--- config.mk ---
export PLATFORM = sky130hd
export DESIGN_NAME = round_robin_tick_scheduler
export DESIGN_NICKNAME = d
export VERILOG_FILES = /design/src/rtl/rrts_pkg.sv /design/src/rtl/rrts_queue.sv /design/src/rtl/round_robin_tick_scheduler.sv
export SDC_FILE = /design/constraint.sdc
export NUM_CORES = 1
export LEC_CHECK = 0
export CAP_MARGIN = 20
export CORE_ASPECT_RATIO = 1.4
export CORE_MARGIN = 2
export CORE_UTILIZATION = 37
export CTS_CLUSTER_SIZE = 8
export DETAILED_ROUTE_END_ITERATION = 16
export DONT_BUFFER_PORTS = 1
export GPL_ROUTABILITY_DRIVEN = 1
export PLACE_DENSITY = 0.59
export SYNTH_ARGS = -nofsm -noshare
export SYNTH_HDL_FRONTEND = slang
export SYNTH_SLANG_ARGS = --single-unit
--- constraint.sdc ---
create_clock -name clk -period 10 [get_ports clk]
set_clock_uncertainty 0.2 [all_clocks]
set_input_delay 2.5 -clock clk [delete_from_list [all_inputs] [get_ports clk]]
set_output_delay 2.5 -clock clk [all_outputs]
set_load 0.005 [all_outputs]
--- src/rtl/rrts_pkg.sv ---
`timescale 1ns / 1ps
// Shared types and constants for the round-robin tick scheduler.
// Depends on nothing; every other file imports this package.
package rrts_pkg;

  localparam int FIELD_TIME_W = 16;
  localparam int FIELD_SLOT_W = 4;
  localparam int APB_ADDR_W   = 3;
  localparam int APB_DATA_W   = 32;

  localparam logic CMD_LOAD = 1'b0;
  localparam logic CMD_TICK = 1'b1;

  // Register index, taken from paddr[2].
  localparam logic REG_RUN_LENGTH = 1'b0;

  typedef struct packed {
    logic                    command;
    logic [FIELD_SLOT_W-1:0] slot;
    logic [FIELD_TIME_W-1:0] arrival_time;
    logic [FIELD_TIME_W-1:0] burst_time;
  } cmd_item_t;

  typedef struct packed {
    logic [FIELD_TIME_W-1:0] tick_time;
    logic [FIELD_SLOT_W-1:0] run_slot;
    logic                    idle;
    logic                    finished;
    logic                    stopped;
  } res_item_t;

  typedef struct packed {
    logic push;
    logic pop;
  } q_ctrl_t;

  typedef struct packed {
    logic empty;
    logic full;
  } q_stat_t;

  typedef enum logic [2:0] {
    S_IDLE,
    S_SCAN,
    S_POP,
    S_FETCH,
    S_UPDATE,
    S_REQUEUE,
    S_DONE
  } sched_state_t;

endpackage

--- src/rtl/rrts_queue.sv ---
`timescale 1ns / 1ps
// Circular ready queue of slot indexes with a registered read of the head entry.
// Depends on rrts_pkg for the control and status structs.
module rrts_queue import rrts_pkg::*; #(
  parameter int DEPTH = 16
) (
  input  logic                     clk,
  input  logic                     rst,
  input  q_ctrl_t                  ctrl,
  input  logic [$clog2(DEPTH)-1:0] push_slot,
  output logic [$clog2(DEPTH)-1:0] head_slot,
  output q_stat_t                  status
);

  localparam int IW = $clog2(DEPTH);
  localparam int CW = $clog2(DEPTH + 1);
  localparam int SW = CW + 1;

  logic [IW-1:0] mem [DEPTH];
  logic [IW-1:0] head;
  logic [CW-1:0] count;
  logic [SW-1:0] tail_sum;
  logic [IW-1:0] tail;
  logic          push_ok;
  logic          pop_ok;

  assign tail_sum      = SW'(head) + SW'(count);
  assign tail          = (tail_sum >= SW'(DEPTH)) ? IW'(tail_sum - SW'(DEPTH)) : IW'(tail_sum);
  assign status.empty  = (count == '0);
  assign status.full   = (count == CW'(DEPTH));
  assign push_ok       = ctrl.push && !status.full;
  assign pop_ok        = ctrl.pop && !status.empty;

  always_ff @(posedge clk) begin
    if (rst) begin
      head  <= '0;
      count <= '0;
    end else begin
      if (pop_ok) begin
        head <= (head == IW'(DEPTH - 1)) ? '0 : head + 1'b1;
      end
      if (push_ok && !pop_ok) begin
        count <= count + 1'b1;
      end else if (pop_ok && !push_ok) begin
        count <= count - 1'b1;
      end
    end
  end

  always_ff @(posedge clk) begin
    if (push_ok) begin
      mem[tail] <= push_slot;
    end
    head_slot <= mem[head];
  end

endmodule

--- src/rtl/round_robin_tick_scheduler.sv ---
`timescale 1ns / 1ps
// Round-robin tick scheduler with a quantum of one tick.
// A load transaction is accepted while the scheduler is idle. A tick transaction scans
// every slot for arrivals, one slot per cycle, with an extra scan on the tick at time
// zero, and pops and runs the head slot, if any; a stopped tick skips all of this.
// The result is given once the output is free, and the next transaction is taken after it.
// Reset clears time, run_length, the queue and the slot valid bits; the tables need none.
module round_robin_tick_scheduler import rrts_pkg::*; #(
  parameter int MAX_PROCS  = 16,
  parameter int TIME_WIDTH = 16
) (
  input  logic                  clk,
  input  logic                  rst,
  input  logic                  cmd_valid,
  output logic                  cmd_stall,
  input  cmd_item_t             cmd_data,
  output logic                  res_valid,
  input  logic                  res_stall,
  output res_item_t             res_data,
  input  logic                  psel,
  input  logic                  penable,
  input  logic                  pwrite,
  input  logic [APB_ADDR_W-1:0] paddr,
  input  logic [APB_DATA_W-1:0] pwdata,
  output logic [APB_DATA_W-1:0] prdata,
  output logic                  pready
);

  localparam int SW = $clog2(MAX_PROCS);
  localparam int CW = $clog2(MAX_PROCS + 1);
  localparam int LW = (TIME_WIDTH > FIELD_TIME_W) ? TIME_WIDTH : FIELD_TIME_W;

  sched_state_t state, state_next;

  logic [TIME_WIDTH-1:0]   arr_mem [MAX_PROCS];
  logic [TIME_WIDTH-1:0]   rem_mem [MAX_PROCS];
  logic [TIME_WIDTH-1:0]   arr_rdata;
  logic [TIME_WIDTH-1:0]   rem_rdata;
  logic                    rem_we;
  logic [SW-1:0]           rem_waddr;
  logic [TIME_WIDTH-1:0]   rem_wdata;

  logic [MAX_PROCS-1:0]    slot_valid;
  logic [TIME_WIDTH-1:0]   cur_time;
  logic [FIELD_TIME_W-1:0] run_length;
  logic [CW-1:0]           scan_cnt;
  logic                    scan_vld;
  logic [SW-1:0]           scan_idx;
  logic                    first_scan;
  logic                    requeue;
  logic [SW-1:0]           ran;
  res_item_t               result;

  q_ctrl_t                 q_ctrl;
  q_stat_t                 q_stat;
  logic [SW-1:0]           q_push_slot;
  logic [SW-1:0]           q_head_slot;

  logic                    cmd_fire;
  logic                    cfg_write;
  logic                    out_free;
  logic                    is_load;
  logic                    load_ok;
  logic [SW-1:0]           load_idx;
  logic [TIME_WIDTH-1:0]   load_burst;
  logic                    at_limit;
  logic                    scan_end;

  assign pready     = 1'b1;
  assign cmd_stall  = (state != S_IDLE);
  assign cmd_fire   = cmd_valid && !cmd_stall;
  assign cfg_write  = psel && penable && pwrite && pready;
  assign out_free   = !res_valid || !res_stall;
  assign is_load    = (cmd_data.command == CMD_LOAD);
  assign load_ok    = int'(cmd_data.slot) < MAX_PROCS;
  assign load_idx   = SW'(cmd_data.slot);
  assign load_burst = TIME_WIDTH'(cmd_data.burst_time);
  assign at_limit   = LW'(cur_time) >= LW'(run_length);
  assign scan_end   = (scan_cnt == CW'(MAX_PROCS));
  assign prdata     = (paddr[2] == REG_RUN_LENGTH) ?
                      APB_DATA_W'(run_length) : '0;

  rrts_queue #(
    .DEPTH (MAX_PROCS)
  ) u_queue (
    .clk       (clk),
    .rst       (rst),
    .ctrl      (q_ctrl),
    .push_slot (q_push_slot),
    .head_slot (q_head_slot),
    .status    (q_stat)
  );

  always_ff @(posedge clk) begin
    if (rst) begin
      state <= S_IDLE;
    end else begin
      state <= state_next;
    end
  end

  always_comb begin
    state_next  = state;
    q_ctrl      = '0;
    q_push_slot = scan_idx;
    rem_we      = 1'b0;
    rem_waddr   = load_idx;
    rem_wdata   = load_burst;
    case (state)
      S_IDLE: begin
        if (cmd_fire && is_load) begin
          rem_we = load_ok;
        end else if (cmd_fire) begin
          if (at_limit) begin
            state_next = S_DONE;
          end else if (cur_time == '0) begin
            state_next = S_SCAN;
          end else begin
            state_next = S_POP;
          end
        end
      end
      S_SCAN: begin
        q_ctrl.push = scan_vld && slot_valid[scan_idx] && (arr_rdata == cur_time);
        if (scan_end) begin
          state_next = first_scan ? S_POP : S_REQUEUE;
        end
      end
      S_POP: begin
        if (q_stat.empty) begin
          state_next = S_SCAN;
        end else begin
          q_ctrl.pop = 1'b1;
          state_next = S_FETCH;
        end
      end
      S_FETCH: begin
        state_next = S_UPDATE;
      end
      S_UPDATE: begin
        rem_we     = 1'b1;
        rem_waddr  = ran;
        rem_wdata  = (rem_rdata > TIME_WIDTH'(1)) ? rem_rdata - 1'b1 : '0;
        state_next = S_SCAN;
      end
      S_REQUEUE: begin
        q_ctrl.push = requeue;
        q_push_slot = ran;
        state_next  = S_DONE;
      end
      S_DONE: begin
        if (out_free) begin
          state_next = S_IDLE;
        end
      end
      default: begin
        state_next = S_IDLE;
      end
    endcase
  end

  always_ff @(posedge clk) begin
    if (rst) begin
      cur_time   <= '0;
      run_length <= '0;
      slot_valid <= '0;
      res_valid  <= 1'b0;
      first_scan <= 1'b0;
      scan_cnt   <= '0;
      scan_vld   <= 1'b0;
    end else begin
      if (cfg_write && paddr[2] == REG_RUN_LENGTH) begin
        run_length <= pwdata[FIELD_TIME_W-1:0];
      end
      if (state == S_DONE && out_free) begin
        res_valid <= 1'b1;
      end else if (!res_stall) begin
        res_valid <= 1'b0;
      end
      scan_vld <= (state == S_SCAN) && !scan_end;
      scan_cnt <= (state == S_SCAN && state_next == S_SCAN) ? scan_cnt + 1'b1 : '0;
      case (state)
        S_IDLE: begin
          if (cmd_fire && is_load && load_ok) begin
            slot_valid[load_idx] <= (load_burst != '0);
          end
          if (cmd_fire && !is_load) begin
            first_scan <= (cur_time == '0);
          end
        end
        S_SCAN: begin
          if (scan_end) begin
            first_scan <= 1'b0;
          end
        end
        S_POP: begin
          if (q_stat.empty) begin
            cur_time <= cur_time + 1'b1;
          end
        end
        S_UPDATE: begin
          cur_time <= cur_time + 1'b1;
        end
        default: begin
        end
      endcase
    end
  end

  always_ff @(posedge clk) begin
    scan_idx <= scan_cnt[SW-1:0];
    if (state == S_DONE && out_free) begin
      res_data <= result;
    end
    case (state)
      S_IDLE: begin
        if (cmd_fire && !is_load) begin
          result.tick_time <= FIELD_TIME_W'(cur_time);
          result.run_slot  <= '0;
          result.idle      <= 1'b0;
          result.finished  <= 1'b0;
          result.stopped   <= at_limit;
          requeue          <= 1'b0;
        end
      end
      S_POP: begin
        if (q_stat.empty) begin
          result.idle <= 1'b1;
        end
      end
      S_FETCH: begin
        ran <= q_head_slot;
      end
      S_UPDATE: begin
        result.run_slot <= FIELD_SLOT_W'(ran);
        if (rem_rdata > TIME_WIDTH'(1)) begin
          requeue <= 1'b1;
        end else begin
          result.finished <= 1'b1;
        end
      end
      default: begin
      end
    endcase
  end

  always_ff @(posedge clk) begin
    if (cmd_fire && is_load && load_ok) begin
      arr_mem[load_idx] <= TIME_WIDTH'(cmd_data.arrival_time);
    end
    arr_rdata <= arr_mem[scan_cnt[SW-1:0]];
  end

  always_ff @(posedge clk) begin
    if (rem_we) begin
      rem_mem[rem_waddr] <= rem_wdata;
    end
    rem_rdata <= rem_mem[q_head_slot];
  end

endmodule

==> impl_metrics.py, run 1 <==
metrics = {
    "worst_setup_path": {
        "crit_type": "in2out",
        "critical_path_capture_point": "prdata[0]",
        "cp_data_arrival_time_ps": 2640,
        "critical_path_buf_inv_count": 0,
        "r2r-start": "scan_idx[0]",
        "startpoint": "paddr[2]",
        "worst-path-stages": 1,
        "worstPathMaxFanout": 18,
        "slowest_delay_ps": 140,
        "worstPathCellList": "nor2b_1",
        "worst_reg2reg_path_length_in_cells": 13,
        "crit_slowest_cell": "sky130_fd_sc_hd__nor2b_1",
        "r2r_slack_ps": 5940,
        "critical-path-top-delay-family": "simple AND/OR/NAND/NOR gates",
        "critical_path.startpoint_type": "input pin",
        "cp-end-kind": "output pin",
        "worst_ep_required_time_ps": 7300,
        "worst_r2r_endpoint": "u_queue.count[4]",
    },
    "clocking": {
        "cts_setup_buffers": 0,
        "worstSkewPairLatency_ps": 650,
        "post_cts_resize_count": 0,
        "cts_buffer_depth": 3,
        "clk_root_buffer_cell": "sky130_fd_sc_hd__clkbuf_16",
        "clock_sinks": 735,
        "ctsHoldBuffers": 0,
        "cts_buffers": 101,
        "cts_tree": "done",
        "cts_htree_levels": 3,
        "clkTransAtPathRegs_ps": 50,
    },
    "global_route": {
        "grt_remaining_overflow": 0,
        "grt_start_max_net_pins": 69,
        "initial_antenna_violation_count": 1,
        "grt_first_pass_wirelength_um": 97330,
        "grt_usage_pct": 16.46,
        "first_global_vias": 15210,
    },
    "flow_run": {
        "max_cap_violations": 0,
    },
    "routing": {
        "via_per_inst": 5.244,
        "num_vias": 14560,
        "drt_iter0_markers": 1134,
        "dr.pass1.iters": 7,
        "antenna_left": 0,
        "remaining_drc_errors": 0,
        "totalWireLength_um": 64940,
        "wire_per_inst_um": 23.39,
    },
    "floorplan": {
        "die_width_um": 240.0,
        "starting_density_of_the_core_pct": 37.21,
        "io-pin-count": 137,
        "chipHeight_um": 334.4,
        "die_area_um2": 80250,
        "floorplan.rows": 121,
        "core_area_um2": 77510,
    },
    "synth": {
        "proportion_of_register_bits_with_asynchronous_set_or_reset_after_synthesis_pct": 0,
        "mappedNetlistArea_um2": 28850,
        "synth-seq-cells": 735,
        "post_synth_inst_count": 1569,
        "synthTopCellsByArea": "sky130_fd_sc_hd__edfxtp_1 65%, sky130_fd_sc_hd__mux4_2 14%, sky130_fd_sc_hd__dfxtp_1 7.5%",
        "synth.yosys.warnings": 0,
        "yosysTopAreaCellShare_pct": 65.27,
        "synth_top_cell_by_area": "sky130_fd_sc_hd__edfxtp_1",
        "yosys.cell_types.count": 62,
        "synth_sequential_area_ratio_pct": 72.77,
        "synth_enable_flop_cells": 627,
        "syn-mean-instance-area_um2": 18.39,
        "postSynth.topFlopCell": "sky130_fd_sc_hd__edfxtp_1",
    },
    "timing": {
        "finalWorstSetupSlack_ps": 4660,
        "tightest_slew_ps": 1064,
        "finalHoldWorstSlack_ps": 218.6,
        "setup_tns_ps": 0,
        "rsz0062_at_grt": "false",
        "finalMaxSlewViolations": 0,
        "post-route-min-period_ps": 5341,
        "final_min_period_over_clock_period_pct": 53.40,
        "maxClockFrequency_mhz": 187.2,
        "setup_viol": 0,
        "finalHoldViolCount": 0,
        "maxSlewHeadroom_pct": 28.94,
    },
    "place": {
        "finalWeightedCongestion": 0.8019,
        "dp_hpwl_um": 39070,
        "place.port_buffers": 0,
        "placedInstanceArea_um2": 30340,
        "placed_cells": 2599,
        "detailedPlace.worstSlack_ps": 4656,
    },
    "layout": {
        "layout.cells.non_filler": 2776,
        "syn_to_final_growth_pct": 15.23,
        "post-route-cell-area_um2": 33240,
        "most-common-layout-cells": "627 x sky130_fd_sc_hd__edfxtp_1, 185 x sky130_fd_sc_hd__mux4_2, 104 x sky130_fd_sc_hd__dfxtp_1",
        "filler_cell_count": 6760,
        "number_of_diodes": 0,
        "drive_gt1_share_pct": 23.40,
        "final_common_cell": "sky130_fd_sc_hd__edfxtp_1",
        "fin_nets": 1769,
    },
    "pwr": {
        "seq_power_share_pct": 50.6,
        "pwr-share-clk_pct": 45.8,
        "p_comb_share_pct": 3.6,
        "leakage_nw": 10.52,
        "p_int_mw": 5.380,
        "pwr_density_cell_nw_per_um2": 204.7,
        "sw_pwr_mw": 1.425,
        "worst_ir_drop_vdd_mv": 0.1242,
        "power.share.switching_pct": 20.94,
    },
    "hold_path": {
        "timing.hold.worst.class": "reg2reg",
    },
    "outcome": {
        "run_status": "finished, final reports clean",
    },
}
[power by group through the flow]
stage,Clock [mW],Sequential (mW),Combinational [mW]
3_5_place_dp,0,3.50,0.250
2_1_floorplan,0,3.48,0.184
3_3_place_gp,0,3.50,0.242
4_1_cts,3.19,3.44,0.250
6_report,3.12,3.44,0.248
5_1_grt,3.32,3.44,0.270
[synthesized netlist by cell type, types with 22 or more instances]
cell type,n
sky130_fd_sc_hd__mux4_2,185
sky130_fd_sc_hd__edfxtp_1,627
sky130_fd_sc_hd__nor2_1,109
sky130_fd_sc_hd__nor3_1,44
sky130_fd_sc_hd__clkbuf_1,50
sky130_fd_sc_hd__dfxtp_1,108
sky130_fd_sc_hd__nand2_1,84
sky130_fd_sc_hd__ha_1,30
sky130_fd_sc_hd__a21oi_1,44
sky130_fd_sc_hd__xnor2_1,29
sky130_fd_sc_hd__xor2_1,22
sky130_fd_sc_hd__inv_1,37
[flip-flops by register name, summed over array words and instances (netlist names)]
signal,cells
arr_mem,256
rem_mem,256
u_queue.mem,64
res_data,23
result,23
arr_rdata,16
cur_time,16
rem_rdata,16
run_length,16
slot_valid,16
scan_cnt,5
u_queue.count,5
ran,4
scan_idx,4
u_queue.head,4
u_queue.head_slot,4
state,3
first_scan,1
requeue,1
res_valid,1
scan_vld,1
[final cells by class]
| class | count | area, um2 | share of cell area, % |
|---|---|---|---|
| inverter | 37 | 138.9 | 0.4178 |
| sequential | 735 | 21000 | 63.18 |
| multi-input combinational | 721 | 7438 | 22.38 |
| tap | 1045 | 1308 | 3.933 |
| clock inverter | 6 | 106.4 | 0.3199 |
| clock buffer | 170 | 2786 | 8.383 |
| timing repair buffer | 62 | 462.9 | 1.393 |
[per-layer routing]
layer  up-vias  global-route usage, %  routed length (um)
met4         2                  4.890                1085
met3        86                  3.770                3672
met5         -                      0                  14
li1       6366                      -                   -
met1      7706                  20.15               25990
met2       398                  28.89               34180
[how the worst min path moves through the flow]
stage | slack (ps) | endpoint | from | cells after the start
final | 220 | res_data[20] | result[20] | 0
after global routing | 230 | res_data[16] | result[16] | 0
after CTS | 220 | res_data[20] | result[20] | 0
after detailed placement | 220 | res_data[20] | result[20] | 0
after global placement | 210 | res_data[18] | result[18] | 0
after floorplan | 150 | scan_idx[3] | scan_cnt[3] | 0
[kinds of logic (layout without fill, tap and decap cells)]
kind of cell | Yosys count | after routing | share of synthesized area [%]
mux | 192 | 192 | 14.69
fa+ha+maj | 32 | 32 | 1.440
other cells | 2 | 17 | 0.02603
simple gates | 326 | 326 | 5.331
xor+xnor | 51 | 51 | 1.548
flops | 735 | 735 | 72.77
compound gates | 103 | 103 | 2.208
buf+inv | 128 | 275 | 1.991
[per-stage QoR]
step / power [mW] / utilization (%)
2_1_floorplan: 3.661 / -
4_1_cts: 6.879 / 42.87
6_report: 6.805 / 42.88
3_5_place_dp: 3.750 / 39.14
3_3_place_gp: 3.740 / 39.14
5_1_grt: 7.035 / 42.88
No activity file was read; power rests on OpenSTA's default activity.
==> inputs of run 2 (changes only) <==
--- a/config.mk
+++ b/config.mk
@@ -5,6 +5,7 @@
 export SDC_FILE = /design/constraint.sdc
 export NUM_CORES = 1
 export LEC_CHECK = 0
+export ABC_AREA = 1
 export CAP_MARGIN = 20
 export CORE_ASPECT_RATIO = 1.4
 export CORE_MARGIN = 2
==> constraint.sdc (replaced) <==
create_clock -name clk -period 5 [get_ports clk]
set_clock_uncertainty 0.2 [all_clocks]
set_input_delay 1.25 -clock clk [delete_from_list [all_inputs] [get_ports clk]]
set_output_delay 1.25 -clock clk [all_outputs]
set_load 0.005 [all_outputs]
==> run 2 against run 1 <==
Against the previous run:
- via count is 30% higher
- register-to-register slack got worse by 4300 ps
- critical path depth increased by 19
- synthesized area grew 4.1%
- critical endpoint is now u_queue.count[4]
==> impl_metrics.py, run 2 <==
metrics = {
    "worst_setup_path": {
        "critical_path.startpoint_type": "register",
        "worst_reg2reg_path_length_in_cells": 20,
        "worst_ep_required_time_ps": 5330,
        "worstPathMaxFanout": 6,
        "cp_data_arrival_time_ps": 3650,
        "r2r_slack_ps": 1680,
        "startpoint": "cur_time[3]",
        "r2r-start": "cur_time[3]",
        "cp-end-kind": "register",
        "critical_path_capture_point": "u_queue.count[4]",
        "crit_type": "reg2reg",
        "worst_r2r_endpoint": "u_queue.count[4]",
    },
    "clocking": {
        "cts_htree_levels": 3,
        "clock_sinks": 735,
        "post_cts_resize_count": 0,
        "worstSkewPairLatency_ps": 650,
        "clkTransAtPathRegs_ps": 50,
        "clk_root_buffer_cell": "sky130_fd_sc_hd__clkbuf_16",
        "cts_setup_buffers": 0,
        "ctsHoldBuffers": 0,
        "cts_tree": "done",
        "cts_buffers": 101,
        "cts_buffer_depth": 3,
    },
    "outcome": {
        "run_status": "finished, final reports clean",
    },
    "routing": {
        "via_per_inst": 5.199,
        "wire_per_inst_um": 20.17,
        "totalWireLength_um": 73640,
        "num_vias": 18980,
        "antenna_left": 0,
        "drt_iter0_markers": 1193,
        "remaining_drc_errors": 0,
        "dr.pass1.iters": 5,
    },
    "pwr": {
        "leakage_nw": 11.96,
        "worst_ir_drop_vdd_mv": 0.2378,
        "pwr_density_cell_nw_per_um2": 405.9,
        "design_power_total_mw": 13.92,
    },
    "global_route": {
        "grt_first_pass_wirelength_um": 111700,
        "initial_antenna_violation_count": 1,
        "grt_remaining_overflow": 0,
        "grt_start_max_net_pins": 101,
        "first_global_vias": 19060,
        "grt_usage_pct": 17.54,
    },
    "synth": {
        "synth.yosys.warnings": 0,
        "syn-mean-instance-area_um2": 12.15,
        "postSynth.topFlopCell": "sky130_fd_sc_hd__edfxtp_1",
        "synth_top_cell_by_area": "sky130_fd_sc_hd__edfxtp_1",
        "synth_top_cells_by_count": "627 x sky130_fd_sc_hd__edfxtp_1, 313 x sky130_fd_sc_hd__nor2_1, 270 x sky130_fd_sc_hd__o21ai_0",
        "yosys.cell_types.count": 51,
        "proportion_of_register_bits_with_asynchronous_set_or_reset_after_synthesis_pct": 0,
        "synth_sequential_area_ratio_pct": 69.93,
        "synth.most_common_cell": "sky130_fd_sc_hd__edfxtp_1",
        "synth_enable_flop_cells": 627,
        "synthTopCellsByArea": "sky130_fd_sc_hd__edfxtp_1 63%, sky130_fd_sc_hd__dfxtp_1 7.2%, sky130_fd_sc_hd__o21ai_0 4.5%",
        "synth-seq-cells": 735,
        "post_synth_inst_count": 2471,
        "yosysTopAreaCellShare_pct": 62.73,
        "mappedNetlistArea_um2": 30020,
    },
    "layout": {
        "syn_to_final_growth_pct": 14.23,
        "number_of_diodes": 0,
        "final_common_cell": "sky130_fd_sc_hd__edfxtp_1",
        "filler_cell_count": 7354,
        "fin_nets": 2626,
        "most-common-layout-cells": "627 x sky130_fd_sc_hd__edfxtp_1, 281 x sky130_fd_sc_hd__nor2_1, 270 x sky130_fd_sc_hd__o21ai_0",
        "drive_gt1_share_pct": 9.618,
        "post-route-cell-area_um2": 34290,
        "layout_top_registers": "arr_mem: 256 flops, rem_mem: 256 flops, u_queue.mem: 64 flops",
    },
    "timing": {
        "setup_tns_ps": 0,
        "final_min_period_over_clock_period_pct": 66.31,
        "maxSlewHeadroom_pct": 29.04,
        "finalHoldWorstSlack_ps": 215.7,
        "tightest_slew_ps": 1064,
        "maxClockFrequency_mhz": 301.6,
        "rsz0062_at_grt": "false",
        "finalMaxSlewViolations": 0,
        "post-route-min-period_ps": 3316,
        "finalHoldViolCount": 0,
        "setup_viol": 0,
    },
    "floorplan": {
        "die_width_um": 244.7,
        "die_area_um2": 83450,
        "io-pin-count": 137,
        "floorplan.rows": 123,
        "core_area_um2": 80330,
        "starting_density_of_the_core_pct": 37.36,
        "chipHeight_um": 341.0,
    },
    "place": {
        "dp_hpwl_um": 44110,
        "placedInstanceArea_um2": 31240,
        "place.port_buffers": 0,
        "finalWeightedCongestion": 0.8605,
    },
    "flow_run": {
        "max_cap_violations": 0,
    },
    "hold_path": {
        "timing.hold.worst.class": "reg2reg",
    },
}
[run 2: cell types whose count changed after synthesis, sizes merged, moves of 28 or more]
| cell | before | now |
|---|---|---|
| nand3 | 15 | 64 |
| a21oi | 44 | 127 |
| inv | 37 | 193 |
| mux4 | 185 | 0 |
| o22ai | 0 | 81 |
| o211ai | 0 | 65 |
| nor2 | 109 | 317 |
| mux2i | 6 | 71 |
| o21ai | 20 | 282 |
| nand2 | 85 | 232 |
| clkbuf | 51 | 79 |
[run 2: metrics by stage]
step                utilization (%)  setup slack [ps]  cells
floorplan                         -              1707   2486
detailed placement            38.88              1660   3460
CTS                           42.52              1650   3637
finish                        42.68              1684   3651
global placement              38.86              1620   3458
global route                  42.68              1277   3651
[run 2: worst min path at each step]
stage | from | to | slack [ps] | cells after the start
2_1_floorplan | scan_cnt[2] | scan_idx[2] | 130 | 0
3_3_place_gp | result[13] | res_data[13] | 210 | 0
3_5_place_dp | result[8] | res_data[8] | 200 | 0
4_1_cts | result[13] | res_data[13] | 220 | 0
5_1_grt | result[8] | res_data[8] | 220 | 0
6_report | result[13] | res_data[13] | 220 | 0
[run 2: layer usage]
metal	wire, um	GRT usage [%]	share of wire (%)
met5	10	0	0.014
met2	37480	30.81	51
met4	3202	8.968	4.3
met3	4287	3.578	5.8
met1	28660	20.17	39
[run 2: power by group]
part	leakage, nW	switching (mW)	internal [mW]
Combinational	4.01	0.524	0.202
Clock	1.38	2.48	3.79
Sequential	6.57	0.0788	6.85
[run 2: final cells by class]
| class | count | area [um2] | share of cell area (%) |
|---|---|---|---|
| clock buffers | 172 | 2815 | 8.210 |
| repair buffers | 68 | 550.5 | 1.606 |
| clock inverters | 5 | 105.1 | 0.3065 |
| flip-flops and latches | 735 | 21000 | 61.25 |
| well taps | 1062 | 1329 | 3.875 |
| multi-input cells | 1413 | 7741 | 22.58 |
| inverters | 196 | 747.0 | 2.178 |
[run 2: logic make-up (layout without fill, tap and decap cells)]
family	count (synthesis)	in the layout	share of synthesized area (%)
other	2	17	0.02502
AOI/OAI and AO/OA	583	583	11.01
and+or+nand+nor	673	673	9.458
adders and majority gates	32	32	1.384
DFF	735	735	69.93
xor gates and xnor gates	37	37	1.080
muxes	71	71	2.368
buffers and inverters	338	441	4.748
[run 2: critical path: stages, from the launching register on]
cell and delay, ps:
sky130_fd_sc_hd__dfxtp_1 480, sky130_fd_sc_hd__inv_1 190, sky130_fd_sc_hd__nand2_1 90, sky130_fd_sc_hd__nand2_1 50
sky130_fd_sc_hd__nor2_1 90, sky130_fd_sc_hd__nand2_1 60, sky130_fd_sc_hd__nor2_1 110, sky130_fd_sc_hd__nand2_1 70
sky130_fd_sc_hd__nor2_1 90, sky130_fd_sc_hd__nand3_1 120, sky130_fd_sc_hd__a21boi_0 190, sky130_fd_sc_hd__ha_1 210
sky130_fd_sc_hd__inv_1 100, sky130_fd_sc_hd__fa_1 410, sky130_fd_sc_hd__a21o_1 170, sky130_fd_sc_hd__a21oi_1 170
sky130_fd_sc_hd__nor2_1 60, sky130_fd_sc_hd__nor2_1 80, sky130_fd_sc_hd__nand2_1 60, sky130_fd_sc_hd__o21ai_0 140
sky130_fd_sc_hd__a21oi_1 50
